### src/hdl/sfcp_pkg.sv
// Shared constants and types for the sensor frame checksum parser.
package sfcp_pkg;

    localparam int MAX_FRAME_DEFAULT = 64;

    localparam logic [7:0] HDR_FIRST  = 8'h42;
    localparam logic [7:0] HDR_SECOND = 8'h4D;

    localparam int OFS_HDR_FIRST  = 0;
    localparam int OFS_HDR_SECOND = 1;
    localparam int OFS_PM_HI      = 12;
    localparam int OFS_PM_LO      = 13;
    localparam int OFS_HCHO_HI    = 28;
    localparam int OFS_HCHO_LO    = 29;
    localparam int MIN_FRAME      = 3;

    localparam int LEN_W = 7;

    typedef struct packed {
        logic             done;
        logic [15:0]      pm_value;
        logic [15:0]      hcho_raw;
        logic [LEN_W-1:0] frame_length;
    } sfcp_result_t;

endpackage

### src/hdl/sfcp_frame_tracker.sv
// Frame state, offset capture and checksum match for one byte per beat.
module sfcp_frame_tracker
    import sfcp_pkg::*;
#(
    parameter int MAX_FRAME = MAX_FRAME_DEFAULT
) (
    input  logic         aclk,
    input  logic         aresetn,
    input  logic         accept,
    input  logic [7:0]   rx_byte,
    output sfcp_result_t result
);

    localparam int CW = $clog2(MAX_FRAME + 1);

    logic [CW-1:0] byte_count_reg,    byte_count_next;
    logic [15:0]   running_sum_reg,   running_sum_next;
    logic [7:0]    previous_byte_reg;
    logic [7:0]    header_first_reg,  header_first_next;
    logic [7:0]    header_second_reg, header_second_next;
    logic [15:0]   pm_bytes_reg,      pm_bytes_next;
    logic [15:0]   hcho_bytes_reg,    hcho_bytes_next;

    logic [CW-1:0] count_inc;
    logic [15:0]   earlier;
    logic          done;

    always_comb begin
        header_first_next  = header_first_reg;
        header_second_next = header_second_reg;
        pm_bytes_next      = pm_bytes_reg;
        hcho_bytes_next    = hcho_bytes_reg;
        if (byte_count_reg == CW'(OFS_HDR_FIRST))  header_first_next     = rx_byte;
        if (byte_count_reg == CW'(OFS_HDR_SECOND)) header_second_next    = rx_byte;
        if (byte_count_reg == CW'(OFS_PM_HI))      pm_bytes_next[15:8]   = rx_byte;
        if (byte_count_reg == CW'(OFS_PM_LO))      pm_bytes_next[7:0]    = rx_byte;
        if (byte_count_reg == CW'(OFS_HCHO_HI))    hcho_bytes_next[15:8] = rx_byte;
        if (byte_count_reg == CW'(OFS_HCHO_LO))    hcho_bytes_next[7:0]  = rx_byte;

        count_inc = byte_count_reg + CW'(1);
        // sum of all bytes before the last two
        earlier   = running_sum_reg - {8'h00, previous_byte_reg};

        done = (count_inc >= CW'(MIN_FRAME)) &&
               (earlier[7:0] == rx_byte) &&
               (earlier[15:8] == previous_byte_reg) &&
               (header_first_next == HDR_FIRST) &&
               (header_second_next == HDR_SECOND);

        if (done || (count_inc >= CW'(MAX_FRAME))) begin
            byte_count_next  = '0;
            running_sum_next = '0;
        end else begin
            byte_count_next  = count_inc;
            running_sum_next = running_sum_reg + {8'h00, rx_byte};
        end

        result.done         = done;
        result.pm_value     = pm_bytes_next;
        result.hcho_raw     = hcho_bytes_next;
        result.frame_length = LEN_W'(count_inc);
    end

    always_ff @(posedge aclk) begin
        if (!aresetn) begin
            byte_count_reg    <= '0;
            running_sum_reg   <= '0;
            previous_byte_reg <= '0;
            header_first_reg  <= '0;
            header_second_reg <= '0;
            pm_bytes_reg      <= '0;
            hcho_bytes_reg    <= '0;
        end else if (accept) begin
            byte_count_reg    <= byte_count_next;
            running_sum_reg   <= running_sum_next;
            previous_byte_reg <= rx_byte;
            header_first_reg  <= header_first_next;
            header_second_reg <= header_second_next;
            pm_bytes_reg      <= pm_bytes_next;
            hcho_bytes_reg    <= hcho_bytes_next;
        end
    end

endmodule

### src/hdl/sfcp_out_reg.sv
// Result register holding one completed-frame beat for the output channel.
module sfcp_out_reg
    import sfcp_pkg::*;
(
    input  logic             aclk,
    input  logic             aresetn,
    input  logic             load,
    input  sfcp_result_t     result,
    output logic             m_valid,
    input  logic             m_ready,
    output logic [15:0]      m_pm_value,
    output logic [15:0]      m_hcho_raw,
    output logic [LEN_W-1:0] m_frame_length
);

    logic             valid_reg;
    logic [15:0]      pm_reg;
    logic [15:0]      hcho_reg;
    logic [LEN_W-1:0] len_reg;

    always_ff @(posedge aclk) begin
        if (!aresetn) begin
            valid_reg <= 1'b0;
        end else if (load) begin
            valid_reg <= result.done;
        end else if (m_ready) begin
            valid_reg <= 1'b0;
        end
    end

    always_ff @(posedge aclk) begin
        if (load && result.done) begin
            pm_reg   <= result.pm_value;
            hcho_reg <= result.hcho_raw;
            len_reg  <= result.frame_length;
        end
    end

    assign m_valid        = valid_reg;
    assign m_pm_value     = pm_reg;
    assign m_hcho_raw     = hcho_reg;
    assign m_frame_length = len_reg;

endmodule

### src/hdl/sensor_frame_checksum_parser.sv
// Top level of the sensor frame checksum parser.
// Takes one received byte per beat while s_ready is high, and tracks a frame
// that opens with 0x42 0x4D and ends when its last two bytes (high, low) equal
// the 16-bit sum of all earlier bytes. A completed frame gives one result beat
// carrying the big-endian values at offsets 12..13 and 28..29 and the frame
// length, in the cycle after its last byte; other bytes give no result. A frame
// that reaches MAX_FRAME bytes without completing restarts silently. The single
// result register decides throughput: a byte is taken whenever that register is
// empty or being emptied in the same cycle, so the rate is one byte per cycle
// while results are drained.
module sensor_frame_checksum_parser
    import sfcp_pkg::*;
#(
    parameter int MAX_FRAME = MAX_FRAME_DEFAULT
) (
    input  logic             aclk,
    input  logic             aresetn,
    input  logic             s_valid,
    output logic             s_ready,
    input  logic [7:0]       s_rx_byte,
    output logic             m_valid,
    input  logic             m_ready,
    output logic [15:0]      m_pm_value,
    output logic [15:0]      m_hcho_raw,
    output logic [LEN_W-1:0] m_frame_length
);

    sfcp_result_t result;
    logic         s_accept;

    assign s_ready  = !m_valid || m_ready;
    assign s_accept = s_valid && s_ready;

    sfcp_frame_tracker #(
        .MAX_FRAME(MAX_FRAME)
    ) u_tracker (
        .aclk    (aclk),
        .aresetn (aresetn),
        .accept  (s_accept),
        .rx_byte (s_rx_byte),
        .result  (result)
    );

    sfcp_out_reg u_out (
        .aclk           (aclk),
        .aresetn        (aresetn),
        .load           (s_accept),
        .result         (result),
        .m_valid        (m_valid),
        .m_ready        (m_ready),
        .m_pm_value     (m_pm_value),
        .m_hcho_raw     (m_hcho_raw),
        .m_frame_length (m_frame_length)
    );

    a_done_gives_beat: assert property (@(posedge aclk) disable iff (!aresetn)
        s_accept && result.done |=> m_valid)
        else $error("completed frame did not raise m_valid");

    a_no_overwrite: assert property (@(posedge aclk) disable iff (!aresetn)
        m_valid && !m_ready |-> !s_ready)
        else $error("input taken while result beat stalled");

    a_drain: assert property (@(posedge aclk) disable iff (!aresetn)
        m_valid && m_ready && !s_accept |=> !m_valid)
        else $error("result beat repeated after hand-off");

    a_beat_payload: assert property (@(posedge aclk) disable iff (!aresetn)
        s_accept && result.done |=> m_pm_value == $past(result.pm_value) &&
            m_hcho_raw == $past(result.hcho_raw))
        else $error("result register lost frame payload");

endmodule
### config.mk
export PLATFORM = sky130hd
export DESIGN_NAME = sensor_frame_checksum_parser
export DESIGN_NICKNAME = d
export VERILOG_FILES = /design/src/hdl/sfcp_pkg.sv /design/src/hdl/sfcp_frame_tracker.sv /design/src/hdl/sfcp_out_reg.sv /design/src/hdl/sensor_frame_checksum_parser.sv
export SDC_FILE = /design/constraint.sdc
export NUM_CORES = 1
export LEC_CHECK = 0
export BUFFER_PORTS_ARGS = -buffer_cell sky130_fd_sc_hd__buf_2
export CAP_MARGIN = 20
export CORE_MARGIN = 5
export CORE_UTILIZATION = 60
export CTS_BUF_LIST = sky130_fd_sc_hd__clkbuf_16
export CTS_CLUSTER_DIAMETER = 200
export DETAILED_ROUTE_END_ITERATION = 7
export GPL_TIMING_DRIVEN = 0
export PLACE_DENSITY = 0.85
export SLEW_MARGIN = 15
export SYNTH_ARGS = -nofsm -noshare
export SYNTH_HDL_FRONTEND = slang
export SYNTH_HIERARCHICAL = 1
export SYNTH_SLANG_ARGS = --single-unit
### constraint.sdc
create_clock -name aclk -period 4.9 [get_ports aclk]
set_clock_uncertainty 0.15 [all_clocks]
set_input_delay 0.49 -clock aclk [delete_from_list [all_inputs] [get_ports aclk]]
set_output_delay 0.49 -clock aclk [all_outputs]
set_load 0.02 [all_outputs]
**Word level (Yosys, flattened, before mapping)**

Index checks and enable logic that the tools add are counted.

- Output and inout bits: 41
- Register bits after elaboration: 119
- Input port bits: 12

- Magnitude comparators: 2
- Multiplexer cells: 10
- Reduce and logical (&&, ||, !) cells: 11
- Add/sub/neg operators: 3
- Eq/ne operators: 9

Operators by type and width:

| kind | count |
|---|---|
| 8-bit two-way mux | 6 |
| 16-bit by 8-bit adder with 16-bit output | 1 |
| 8-bit by 7-bit equality test with 1-bit output, second input constant | 2 |
| 8-bit equality test | 2 |
| 16-bit two-way mux | 1 |
| 16-bit by 8-bit subtractor with 16-bit output | 1 |
| 7-bit by 4-bit equality test with 1-bit output, second input constant | 2 |
| 7-bit by 5-bit equality test with 1-bit output, second input constant | 2 |
| 7-bit by 1-bit adder with 7-bit output, second input constant | 1 |
| 7-bit by 1-bit equality test with 1-bit output, second input constant | 1 |
| 7-bit by 2-bit >= comparator with 1-bit output, second input constant | 1 |
| 7-bit >= comparator, second input constant | 1 |
| 7-bit zero test | 1 |
| 7-bit two-way mux | 1 |
| 1-bit logical AND | 6 |
| 1-bit logical OR | 2 |
| 1-bit two-way mux | 2 |
| 2-bit nonzero test | 1 |
| 1-bit zero test | 1 |

**Depth between registers and ports, before layout**

Gate-level depths: netlist of run 1.

- Word-level depth: 8
- Depth in mapped cells: 13
- Gate-level depth less buffers: 12

**Hierarchy**

Netlist of run 1, hierarchy kept.

Modules (own cells, without submodules):

| module | times used | cells each | area each (um^2) | seq. area each (um^2) |
|---|---|---|---|---|
| sfcp_frame_tracker | 1 | 580 | 5134.9 | 1581.5 |
| sfcp_out_reg | 1 | 43 | 1214.9 | 1191.1 |
| sensor_frame_checksum_parser | 1 | 2 | 22.5 | 0.0 |

**Least setup slack after synthesis of run 1**

Ideal clock, no wire load.

- Kind: register to register
- Start: reg u_tracker.running_sum_reg[0]
- End: reg u_out.len_reg[0], in the netlist u_out/m_frame_length[0] (enable)
- Period minus slack after synthesis: 3422 ps
- Arrival time: 2919 ps
- Stages on the path, launching flop included: 13
- Library setup time: 353 ps
- Path slack: 1478 ps
- Path buffers: 1
- Data required time: 4397 ps
- Path through: dfxtp_1 -> inv_1 -> ha_1 -> fa_1 -> xnor2_1 -> nor3_1 -> a21bo_2 -> a2111o_1 -> nor3_1 -> nand4_1 -> nor4b_1 -> buf_4 -> and2_4

- Longest elaborated chain between the ends: 7
- Elaborated cells on any way between the ends: 8
- Classes of those cells: 1 x add/sub; 2 x eq/ne; 5 x reduce/logical

Ends and longest elaborated chain:

| item | RTL line | RTL |
|---|---|---|
| start: declaration | sfcp_frame_tracker.sv:17 | `logic [15:0] running_sum_reg, running_sum_next;` |
| start signal: assignment | sfcp_frame_tracker.sv:75 | `running_sum_reg <= running_sum_next;` |
| 16-bit by 8-bit subtractor with 16-bit output * | sfcp_frame_tracker.sv:42 | `earlier = running_sum_reg - {8'h00, previous_byte_reg};` |
| 8-bit equality test | sfcp_frame_tracker.sv:45 | `(earlier[7:0] == rx_byte) &&` |
| 1-bit logical AND | sfcp_frame_tracker.sv:44 | `done = (count_inc >= CW'(MIN_FRAME)) &&` |
| 1-bit logical AND * | sfcp_frame_tracker.sv:45 |  |
| 1-bit logical AND * | sfcp_frame_tracker.sv:46 | `(earlier[15:8] == previous_byte_reg) &&` |
| 1-bit logical AND * | sfcp_frame_tracker.sv:47 | `(header_first_next == HDR_FIRST) &&` |
| via u_tracker.done | sfcp_frame_tracker.sv:26 | `logic done;` |
| 1-bit logical AND * | sfcp_out_reg.sv:32 | `if (load && result.done) begin` |
| end signal: assignment | sfcp_out_reg.sv:35 | `len_reg <= result.frame_length;` |
| end: declaration | sfcp_out_reg.sv:19 | `logic [LEN_W-1:0] len_reg;` |

Mark *: on every way through the listed nets, which the timed path passes. The rest lies on a longest branch.
A chain may end at the register's enable or synchronous reset.

**Worst setup path in the final report of run 1**

- Start: reg u_tracker.running_sum_reg[0]
- End: reg u_out.hcho_reg[4], in the netlist u_out/m_hcho_raw[4] (enable)

- Longest elaborated chain between the ends: 7
- Elaborated cells on any way between the ends: 8
- Classes of those cells: 1 x add/sub; 2 x eq/ne; 5 x reduce/logical

Ends and longest elaborated chain:

| item | RTL line | RTL |
|---|---|---|
| 16-bit by 8-bit subtractor with 16-bit output * | sfcp_frame_tracker.sv:42 |  |
| 8-bit equality test | sfcp_frame_tracker.sv:45 |  |
| 1-bit logical AND | sfcp_frame_tracker.sv:44 |  |
| 1-bit logical AND * | sfcp_frame_tracker.sv:45 |  |
| 1-bit logical AND * | sfcp_frame_tracker.sv:46 |  |
| 1-bit logical AND * | sfcp_frame_tracker.sv:47 |  |
| via u_tracker.done | sfcp_frame_tracker.sv:26 |  |
| 1-bit logical AND * | sfcp_out_reg.sv:32 |  |
| end signal: assignment | sfcp_out_reg.sv:34 | `hcho_reg <= result.hcho_raw;` |
| end: declaration | sfcp_out_reg.sv:18 | `logic [15:0] hcho_reg;` |

Marked as above.

==> out/results.txt, run 1 <==
Syn. warnings - 6
met3 WL - 1.48 mm
CTS tree - yes
Final Routed Wirelength - 16.5 mm
Worst Max-Slew Pin Slew - 0.792 ns
vias in the first global route - 5219
post-synthesis cell count - 625
Die H - 113 um
RR Endpoint - u_out/m_hcho_raw[4]
largest net degree at the start of global routing - 41
CORE AREA - 10300 um^2
WP data arrival - 3.93 ns
post-DR vias/cell - 6.22
Die Area - 12800 um^2
Final min period - 4.04 ns
# DRC - 0
Setup Crit Path Kind - reg -> reg
Worst Setup End Kind - register
pwr dens - 367 nW/um^2
Clock Latency Late Sink - 0.41 ns
Post-Syn Area - 6370 um^2
number of antenna cells inserted - 0
via count - 5256
1st-iter DRT viols - 496
fmax - 248 MHz
Hold Path Sink - u_out/m_valid
HP Start - aresetn
Die X - 113 um
status - finished, final reports clean
hold_buf cts - 0
post-route clock period utilization - 0.824
post-DP HPWL - 11.3 mm
share of the synthesized area in the top cell type - 0.251
Max Cap Viol - 0
Synth-to-Final Area Change - 15.1%
wl on met1 - 6.44 mm
WL/cell - 19.5 um
Setup crit start - u_tracker/running_sum_reg[0]
maximum buffer depth of the clock tree - 2
# fillers - 683
EDFF count, synth - 39
hold slack final - 0.162 ns
setup repair bufs after CTS - 0
post-synthesis sequential area ratio - 0.435
Synth area leaders - dfxtp_1, edfxtp_1, mux2_2
post-CTS sizing - 0
Reg-to-Reg Start - u_tracker/running_sum_reg[0]
final-stage net count - 730
Ports - 53
Worst Setup Start Kind - register
Slew Limit Fails - 0
Worst Hold Depth - 2
DR top layer - met4
Mapped Avg Cell Area - 10.2 um^2
gr usage total - 0.261
asr flop ratio synth - 0
Max VDD drop - 256 uV
crit-path max FO - 40
row count - 37
clock slew seen by the registers of the worst setup and hold paths - 0.05 ns
initial antenna violation count - 0
R2R setup slack - 0.86 ns
first-pass GRT wire length - 26.4 mm
area leader, netlist - dfxtp_1
setup TNS - 0 ns
H-tree depth - 4
flops & latches, synth - 119
Primary FF master, synth - dfxtp_1
P_leak - 3.16 nW
Slew headroom - 0.470
final setup fails - 0
Initial DRT Pass Iterations - 7
share of layout cells above drive strength 1 - 0.233
clk root buf - clkbuf_16
Starting Density - 0.617
HP Class - in -> reg
RSZ-0062 raised after global routing - no
GR Overflow Total - 0
clk sinks - 119
TritonCTS buffer count - 17
Synth cell types - 65
final hold violations - 0
worst reg2reg path depth - 12
port buffer count - 52
met2 routed WL - 7.98 mm
final antenna-violating net count - 0
GPL Wtd Cong - 0.943
critical path required time - 4.79 ns
Post-Syn Nets - 659
-- cell type report --
class                   instances  area [um^2]  share of cell area
inverters                      21         78.8              0.0108
well taps                     136          170              0.0232
clock buffers                  17          425              0.0580
plain buffers                  43          190              0.0259
clock inverters                15          104              0.0142
flip-flops and latches        119         2770               0.378
multi-input cells             442         3330               0.454
repair buffers                 52          260              0.0355
-- worst max-delay path by stage --
stage	endpoint	slack (ns)	cells after the start
2_1_floorplan	u_out/m_frame_length[0]	1.48	12
3_3_place_gp	u_out/m_pm_value[11]	0.93	11
3_5_place_dp	u_out/m_hcho_raw[4]	0.91	11
4_1_cts	u_out/m_hcho_raw[4]	0.90	12
5_1_grt	u_out/m_hcho_raw[4]	0.75	12
6_report	u_out/m_hcho_raw[4]	0.86	12
-- cell usage in the layout, fill, tap and decap left out, types with 6 or more instances in the layout --
master     count
a211oi_1      15
a21oi_1       18
buf_2         62
clkbuf_1      27
clkbuf_16     17
dfxtp_1       80
edfxtp_1      39
ha_1          20
inv_1         22
mux2_2        32
mux2i_1       25
nand2_1       27
nand3_1       22
nand4_1       14
nor2_1        34
nor2b_1       29
nor3_1        13
nor3b_1        9
nor4_1         6
o211a_1       24
o21ai_0        9
o21ai_1        7
o31ai_1        7
or2_2         25
xnor2_1       22
xor2_1        12
-- worst max-delay path, stage by stage (launching register included) --
cell and delay, ns:
dfxtp_1 0.36, inv_1 0.07, ha_1 0.23, fa_1 0.45
xnor2_1 0.14, nor3_1 0.28, a21bo_2 0.26, a2111o_1 0.30
nor3_1 0.23, nand4_1 0.11, nor4b_1 0.42, buf_4 0.18
and2_4 0.48
-- cells in the mapped netlist, types with 15 or more instances --
library cell / count
dfxtp_1: 80
nand3_1: 22
ha_1: 20
o211a_1: 24
nor2b_1: 29
a211oi_1: 15
mux2i_1: 25
mux2_2: 32
nand2_1: 27
or2_2: 25
edfxtp_1: 39
nor2_1: 34
clkbuf_1: 27
inv_1: 21
a21oi_1: 18
xnor2_1: 22
-- where the power goes --
group / internal [mW] / total, mW / switching [mW]
Combinational: 0.212 / 0.504 / 0.292
Clock: 0.644 / 1.10 / 0.456
Sequential: 1.06 / 1.09 / 0.0301
-- through the flow --
step	worst slack [ns]	power [mW]	cells	utilization	instance area (um^2)
after floorplan	1.48	1.48	625	-	6370
after detailed placement	0.911	1.59	813	0.659	6800
after global placement	0.933	1.56	813	0.659	6800
final	0.861	2.69	845	0.710	7330
after CTS	0.903	2.68	845	0.710	7330
after global routing	0.745	2.80	845	0.710	7330
-- cell families (layout without fill, tap and decap cells) --
group | after synthesis | after routing | share of synthesized area
XOR/XNOR | 35 | 35 | 0.0503
adder cells (fa/ha/maj) | 22 | 22 | 0.0456
AO/OA/AOI/OAI | 111 | 111 | 0.131
buffers and inverters | 64 | 148 | 0.0422
AND/OR/NAND/NOR | 217 | 217 | 0.200
flip-flops | 119 | 119 | 0.435
multiplexers | 57 | 57 | 0.0958
-- per-layer routing --
metal  global-route usage  vias to the layer above
met4                0.105                        0
met5                    0                        -
met2                0.440                      271
li1                     -                     2411
met3               0.0471                       58
met1                0.332                     2516
No activity file was read; power rests on OpenSTA's default activity.
==> run 2, diff against run 1 <==
--- a/config.mk
+++ b/config.mk
@@ -8,12 +8,12 @@
 export BUFFER_PORTS_ARGS = -buffer_cell sky130_fd_sc_hd__buf_2
 export CAP_MARGIN = 20
 export CORE_MARGIN = 5
-export CORE_UTILIZATION = 60
+export CORE_UTILIZATION = 54
 export CTS_BUF_LIST = sky130_fd_sc_hd__clkbuf_16
 export CTS_CLUSTER_DIAMETER = 200
 export DETAILED_ROUTE_END_ITERATION = 7
 export GPL_TIMING_DRIVEN = 0
-export PLACE_DENSITY = 0.85
+export PLACE_DENSITY = 0.81
 export SLEW_MARGIN = 15
 export SYNTH_ARGS = -nofsm -noshare
 export SYNTH_HDL_FRONTEND = slang
==> constraint.sdc (replaced) <==
create_clock -name aclk -period 3.7 [get_ports aclk]
set_clock_uncertainty 0.15 [all_clocks]
set_input_delay 0.37 -clock aclk [delete_from_list [all_inputs] [get_ports aclk]]
set_output_delay 0.37 -clock aclk [all_outputs]
set_load 0.02 [all_outputs]
==> out/results.txt, run 2 (synthesis gave the netlist of run 1 again) <==
status - finished, final reports clean
final hold violations - 0
1st-iter DRT viols - 486
Worst Hold Depth - 2
Setup Crit Path Kind - reg -> reg
Sequential Area - 2770 um^2
Synth-to-Final Area Change - 16.9%
largest net degree at the start of global routing - 21
final antenna-violating net count - 0
WL/cell - 19.9 um
critical path required time - 3.67 ns
clk root buf - clkbuf_16
gr usage total - 0.237
Final min period - 3.55 ns
HP Class - in -> reg
port buffer count - 52
clk sinks - 119
area of the multi-input gates - 3410 um^2
Slew Limit Fails - 0
Slew headroom - 0.451
fmax - 282 MHz
first-pass GRT wire length - 26.6 mm
worst path cell trace - inv_1 > ha_1 > fa_1 > xnor3_1 > nor3_2 > a21bo_2 > a2111o_1 > nor3_1 > nand4_1 > nor4b_2 > buf_4 > and2_4
maximum buffer depth of the clock tree - 2
TritonCTS buffer count - 17
HP Start - aresetn
Max VDD drop - 307 uV
Ports - 53
H-tree depth - 4
Die X - 119 um
post-DR vias/cell - 6.22
vias in the first global route - 5349
most frequent cells in the layout - dfxtp_1, buf_2, edfxtp_1
post-route cell area - 7450 um^2
Reg-to-Reg Start - u_tracker/running_sum_reg[0]
setup TNS - 0 ns
Final Routed Wirelength - 17.1 mm
Max Cap Viol - 0
Worst Setup Start Kind - register
post-route clock period utilization - 0.959
post-DP HPWL - 11.3 mm
Worst Setup End Kind - register
Crit path largest cell delay - 0.39 ns
CORE AREA - 11500 um^2
CTS tree - yes
GR Overflow Total - 0
Hold Path Sink - u_out/m_valid
Starting Density - 0.553
# fillers - 871
GPL Wtd Cong - 0.935
crit-path max FO - 8
pwr dens - 494 nW/um^2
commonest non-fill, non-tap cell in the layout - dfxtp_1
dpl cell area - 6810 um^2
clock slew seen by the registers of the worst setup and hold paths - 0.06 ns
initial antenna violation count - 0
worst reg2reg path depth - 12
Worst Max-Slew Pin Slew - 0.823 ns
number of antenna cells inserted - 0
final-stage net count - 737
Die H - 119 um
Initial DRT Pass Iterations - 5
# DRC - 0
CP max stage cell - fa_1
Clock Latency Late Sink - 0.42 ns
final setup fails - 0
row count - 39
RR Endpoint - u_out/m_hcho_raw[15]
via count - 5339
P_leak - 3.23 nW
WP data arrival - 3.52 ns
Die Area - 14100 um^2
share of layout cells above drive strength 1 - 0.243
R2R setup slack - 0.15 ns
RSZ-0062 raised after global routing - no
-- run 2: cell count changes in the layout (fill, tap and decap cells not counted), sizes merged --
cell	change
clkinv	-1
and2	+7
bufinv	+2
clkinvlp	-1
-- run 2: power breakdown --
group	internal (mW)	switching, mW	total [mW]
Clock	0.978	0.586	1.56
Sequential	1.40	0.0448	1.45
Combinational	0.283	0.386	0.669
Total	2.66	1.02	3.68
-- run 2: worst max-delay path, delay by kind of cell (launching register included) --
| kind | cells | cell delay, ns |
|---|---|---|
| AO/OA/AOI/OAI | 2 | 0.55 |
| XOR/XNOR | 1 | 0.20 |
| adder cells (fa/ha/maj) | 2 | 0.63 |
| buffers and inverters | 2 | 0.33 |
| flip-flops | 1 | 0.37 |
| AND/OR/NAND/NOR | 5 | 1.02 |
-- run 2: layout make-up --
cell class / instances / share of cell area
inverter: 21 / 0.0106
clock buffer: 17 / 0.0571
buffer: 43 / 0.0255
sequential: 119 / 0.372
timing repair buffer: 52 / 0.0349
tap: 143 / 0.0240
clock inverter: 15 / 0.0186
multi-input combinational: 449 / 0.457
-- run 2: layer usage --
layer	routed length, um	GRT usage
met3	1290	0.0587
met4	622	0.120
met2	8270	0.402
met5	0	0
met1	6940	0.280
-- run 2: worst max path at each step --
stage	start	endpoint	slack [ns]
after floorplan	u_tracker/running_sum_reg[0]	u_out/m_frame_length[0]	0.28
after global placement	u_tracker/running_sum_reg[0]	u_out/m_pm_value[11]	-0.19
after detailed placement	u_tracker/running_sum_reg[0]	u_out/m_frame_length[0]	-0.18
after CTS	u_tracker/running_sum_reg[0]	u_out/m_frame_length[0]	0.03
after global routing	u_tracker/running_sum_reg[0]	u_out/m_pm_value[15]	0.04
final	u_tracker/running_sum_reg[0]	u_out/m_hcho_raw[15]	0.15
-- run 2: through the flow --
step	worst slack, ns	util	cells	power [mW]	hold slack, ns
2_1_floorplan	0.278	-	625	1.96	0.293
3_3_place_gp	-0.194	0.591	820	2.08	0.301
3_5_place_dp	-0.180	0.591	820	2.11	0.325
4_1_cts	0.0284	0.643	854	3.66	0.0225
5_1_grt	0.0384	0.647	859	3.82	0.0292
6_report	0.151	0.647	859	3.68	0.0275
-- run 2: repair_timing --
action                     CTS  global route
pin swaps                    1             1
setup endpoints to repair   40            39
cloned                       2             5
buffers inserted             0             0
hold buffers                 0             0
gates resized for setup      3             6
